<file path="src/ntit_pkg.sv">
package ntit_pkg;

	localparam int TABLE_BITS_DEF = 10;

	localparam int ADDR_W     = 32;
	localparam int MODE_W     = 3;
	localparam int TS_W       = 64;
	localparam int IN_DATA_W  = 456;
	localparam int OUT_DATA_W = 192;
	localparam int ENTRY_W    = 2 * TS_W;

	localparam logic [ADDR_W-1:0] HASH_MULT   = 32'hDE9DB139;
	localparam logic [MODE_W-1:0] CLIENT_MODE = 3'd3;

	localparam logic OP_RECORD = 1'b0;
	localparam logic OP_SERVE  = 1'b1;

	typedef struct packed {
		logic load_in;
		logic hash;
		logic mem_wr;
		logic mem_rd;
		logic clear_wr;
		logic load_out;
	} cmd_t;

	typedef struct packed {
		logic is_serve;
		logic req_ok;
		logic clear_last;
		logic out_free;
	} sts_t;

endpackage

</file>
<file path="src/ntit_ctrl.sv">
module ntit_ctrl (
	input  logic               clk,
	input  logic               arst_n,
	input  logic               s_tvalid,
	output logic               s_tready,
	input  ntit_pkg::sts_t     sts,
	output ntit_pkg::cmd_t     cmd
);

	localparam logic [2:0] ST_CLEAR  = 3'd0;
	localparam logic [2:0] ST_IDLE   = 3'd1;
	localparam logic [2:0] ST_HASH   = 3'd2;
	localparam logic [2:0] ST_ACCESS = 3'd3;
	localparam logic [2:0] ST_RESULT = 3'd4;

	logic [2:0] state_q;
	logic [2:0] state_d;

	always_ff @(posedge clk or negedge arst_n) begin
		if (!arst_n) begin
			state_q <= ST_CLEAR;
		end else begin
			state_q <= state_d;
		end
	end

	always_comb begin
		state_d  = state_q;
		cmd      = '0;
		s_tready = 1'b0;
		case (state_q)
			ST_CLEAR: begin
				cmd.clear_wr = 1'b1;
				if (sts.clear_last) begin
					state_d = ST_IDLE;
				end
			end
			ST_IDLE: begin
				s_tready    = 1'b1;
				cmd.load_in = s_tvalid;
				if (s_tvalid) begin
					state_d = ST_HASH;
				end
			end
			ST_HASH: begin
				cmd.hash = 1'b1;
				state_d  = ST_ACCESS;
			end
			ST_ACCESS: begin
				if (!sts.is_serve) begin
					cmd.mem_wr = 1'b1;
					state_d    = ST_IDLE;
				end else if (sts.req_ok) begin
					cmd.mem_rd = 1'b1;
					state_d    = ST_RESULT;
				end else begin
					// drop filtered request
					state_d = ST_IDLE;
				end
			end
			ST_RESULT: begin
				if (sts.out_free) begin
					cmd.load_out = 1'b1;
					state_d      = ST_IDLE;
				end
			end
			default: begin
				state_d = ST_CLEAR;
			end
		endcase
	end

endmodule

</file>
<file path="config.mk">
export PLATFORM = sky130hd
export DESIGN_NAME = ntit_ctrl
export DESIGN_NICKNAME = d
export VERILOG_FILES = /design/src/ntit_pkg.sv /design/src/ntit_ctrl.sv
export SDC_FILE = /design/constraint.sdc
export NUM_CORES = 1
export LEC_CHECK = 0
export BUFFER_PORTS_ARGS = -buffer_cell sky130_fd_sc_hd__buf_2
export CAP_MARGIN = 10
export CORE_AREA = 3 3 40 42
export DETAILED_ROUTE_END_ITERATION = 10
export DIE_AREA = 0 0 43 45
export SYNTH_ARGS = -nofsm -noshare
export SYNTH_HDL_FRONTEND = slang
export SYNTH_SLANG_ARGS = --single-unit
</file>
<file path="constraint.sdc">
create_clock -name clk -period 3.4 [get_ports clk]
set_input_delay 0.17 -clock clk [delete_from_list [all_inputs] [get_ports clk]]
set_output_delay 0.17 -clock clk [all_outputs]
set_load 0.01 [all_outputs]
</file>
==> impl_metrics.toml <==
[min_path]
holdCritPathClass = "in2reg"

[synthesis]
yosys.area.top_type = "dfrtp_1"
synth-simple-area-share = 0.368
synth_fp_nets = 32
synthAdderAreaFrac = 0
syn_area_um2 = 228
ys_seq_elements = 3
yosys_warnings = 0
synth.avg_cell_area_um2 = 9.11
postSynthCellCount = 25
yosys-top-cells-area = "dfrtp_1 33%, mux2_4 6.6%, nand2_1 6.6%, a22oi_2 5.5%, and2_1 5.5%"
yosysSeqAreaShare = 0.330
synth_mux_area_frac = 0.0659
yosysUniqueCellTypes = 17
synth-compound-area-share = 0.170
synth_xor_xnor_area_share = 0
yosysTopAreaCellShare = 0.330
synth_top_family_by_area = "simple AND/OR/NAND/NOR gates"

[floorplanning]
die_h_um = 45
die_area_um2 = 1940
rows = 13
start_util = 0.177
io_pins = 14
fp.coreArea_um2 = 1280
die_w_um = 43

[power]
p_leak_nw = 0.168
power_density_nw_per_um2 = 758
peakVddDrop_uv = 206

[layout]
n_antenna_cell = 0
regMostFlops = "state_q"
reg_top3 = "state_q (3)"
largest_reg_flops = 3
finalInstanceArea_um2 = 337
layout_commonest_cell = "buf_2"
area_growth_pct = 47.8
layout_common_cells = "13 x buf_2, 4 x nand2_1, 3 x nor2_1, 3 x clkbuf_4, 3 x dfrtp_1"
nets = 50
drive_above_1_share = 0.548

[setup_path]
critPathKind = "reg2out"
crit_path_max_incr_delay_ns = 0.45
worstPathArrival_ns = 1.30
cp-end-kind = "primary output"
critPathTopFamily = "simple AND/OR/NAND/NOR gates"
required_ns = 3.23
cp.buffers_inverters = 1
cp_slowest_cell = "dfrtp_1"
start_kind = "flop"
cp_max_fo = 8
cp_cell_sequence = "and2b_4 -> nand2_1 -> nor2_1 -> buf_2"

[timing]
hold_violations = 0
max_freq_mhz = 681
maxSlewViolCount = 0
post-route-period-util = 0.432
rsz0062_at_grt = "false"
skew_ns = 0.00211
setup_tns_ns = 0
tightest_slew_ns = 0.271
min_period_ns = 1.47
setup_violations = 0
relSlewSlack = 0.817

[placed_design]
dp_hpwl_um = 444
globalplace.congestion = 0.661
io_buffers = 13
dpl-instance-area_um2 = 300

[drt]
dr.first_iter.drc_count = 1
vias = 234
drtPass1Iterations = 2
drc = 0
wl_per_cell_um = 8.75
ant_nets = 0
avgViaCountPerCell = 4.11
drt-total-wl_um = 499

[global_routing]
grt_pass1_vias = 215
grt_remaining_overflow = 0
grt_use_met2 = 0.0838
grtUsageMet3 = 0.0518
grt_pass1_wl_um = 821
grt-busiest-layer = "met2"
grt_max_degree = 9
grtUsageMet1 = 0.0580
antenna_found_initial = 0
grtUsageTotal = 0.0592

[clock_tree]
cts_buffers = 3
ctsRootBufferMaster = "clkbuf_4"
clk_pin_slew_ns = 0.04
cts_buffer_depth = 2
cts_tree = "yes"
ctsResizeCount = 0
cts.sinks = 3
post-cts-setup-buffers = 0
clock_latency_ns = 0.23
h-tree-depth = 1

[status]
outcome = "completed"

[run]
maxCapViolations = 0
[metal layers]
metal | vias up | part of all wire
li1 | 121 | -
met1 | 104 | 0.40
met2 | 9 | 0.44
met3 | 0 | 0.15
met4 | 0 | 0
met5 | - | 0
[Yosys cell counts]
| library cell | n |
|---|---|
| a21oi_1 | 1 |
| a22oi_2 | 1 |
| and2_1 | 2 |
| and2b_4 | 1 |
| and3_2 | 1 |
| buf_6 | 1 |
| dfrtp_1 | 3 |
| inv_2 | 1 |
| mux2_4 | 1 |
| nand2_1 | 4 |
| nand3_1 | 1 |
| nand3b_1 | 1 |
| nor2_1 | 3 |
| nor3_1 | 1 |
| nor3_2 | 1 |
| o22ai_2 | 1 |
| o41ai_1 | 1 |
[area by class of cell]
| class | instances | area [µm²] |
|---|---|---|
| fillers | 154 | 948 |
| multi-input cells | 20 | 138 |
| flip-flops and latches | 3 | 75.1 |
| repair buffers | 14 | 75.1 |
| clock buffers | 4 | 26.3 |
| well taps | 15 | 18.8 |
| inverters | 1 | 3.75 |
[per-stage QoR]
stage / hold slack [ns] / cells / power [mW] / util / setup WS (ns)
2_1_floorplan: -0.126 / 25 / 0.157 / - / 2.25
3_3_place_gp: -0.0335 / 52 / 0.194 / 0.234 / 2.18
3_5_place_dp: -0.0318 / 52 / 0.197 / 0.234 / 2.17
4_1_cts: 0.135 / 57 / 0.263 / 0.262 / 1.91
5_1_grt: 0.137 / 57 / 0.280 / 0.262 / 1.81
6_report: 0.142 / 57 / 0.255 / 0.262 / 1.93
[worst reg2reg max path, stage by stage, from the launching register on]
cell and delay [ns]:
dfrtp_1 0.47, mux2_4 0.33, a22oi_2 0.11, o41ai_1 0.09
[report_power, final]
part | internal, mW | switching, mW | total (mW)
registers | 0.0489 | 0.0222 | 0.0711
clock network | 0.0439 | 0.0166 | 0.0605
logic | 0.0617 | 0.0617 | 0.123
[cells by family (layout without fill, tap and decap cells)]
| kind of cell | after synthesis | count (layout) |
|---|---|---|
| DFF | 3 | 3 |
| and+or+nand+nor | 15 | 15 |
| buffers and inverters | 2 | 19 |
| AOI/OAI and AO/OA | 4 | 4 |
| muxes | 1 | 1 |
[timing repair]
item / in CTS / in global routing
hold buffers: 1 / 0
setup endpoints to repair: 0 / 0
endpoints found under the hold margin: 3 / 0
[worst paths after layout]
check                                 from          to  slack [ns]  cells past startpoint
min in group asynchronous           arst_n  state_q[0]        0.27                      2
worst max register to register  state_q[2]  state_q[0]        2.27                      3
worst max-delay path            state_q[2]      cmd[3]        1.93                      4
max in group asynchronous           arst_n  state_q[2]        3.03                      2
worst min register to register  state_q[2]  state_q[1]        0.59                      1
worst min-delay path              s_tvalid  state_q[0]        0.14                      2
Power figures use the tool's default switching activity.
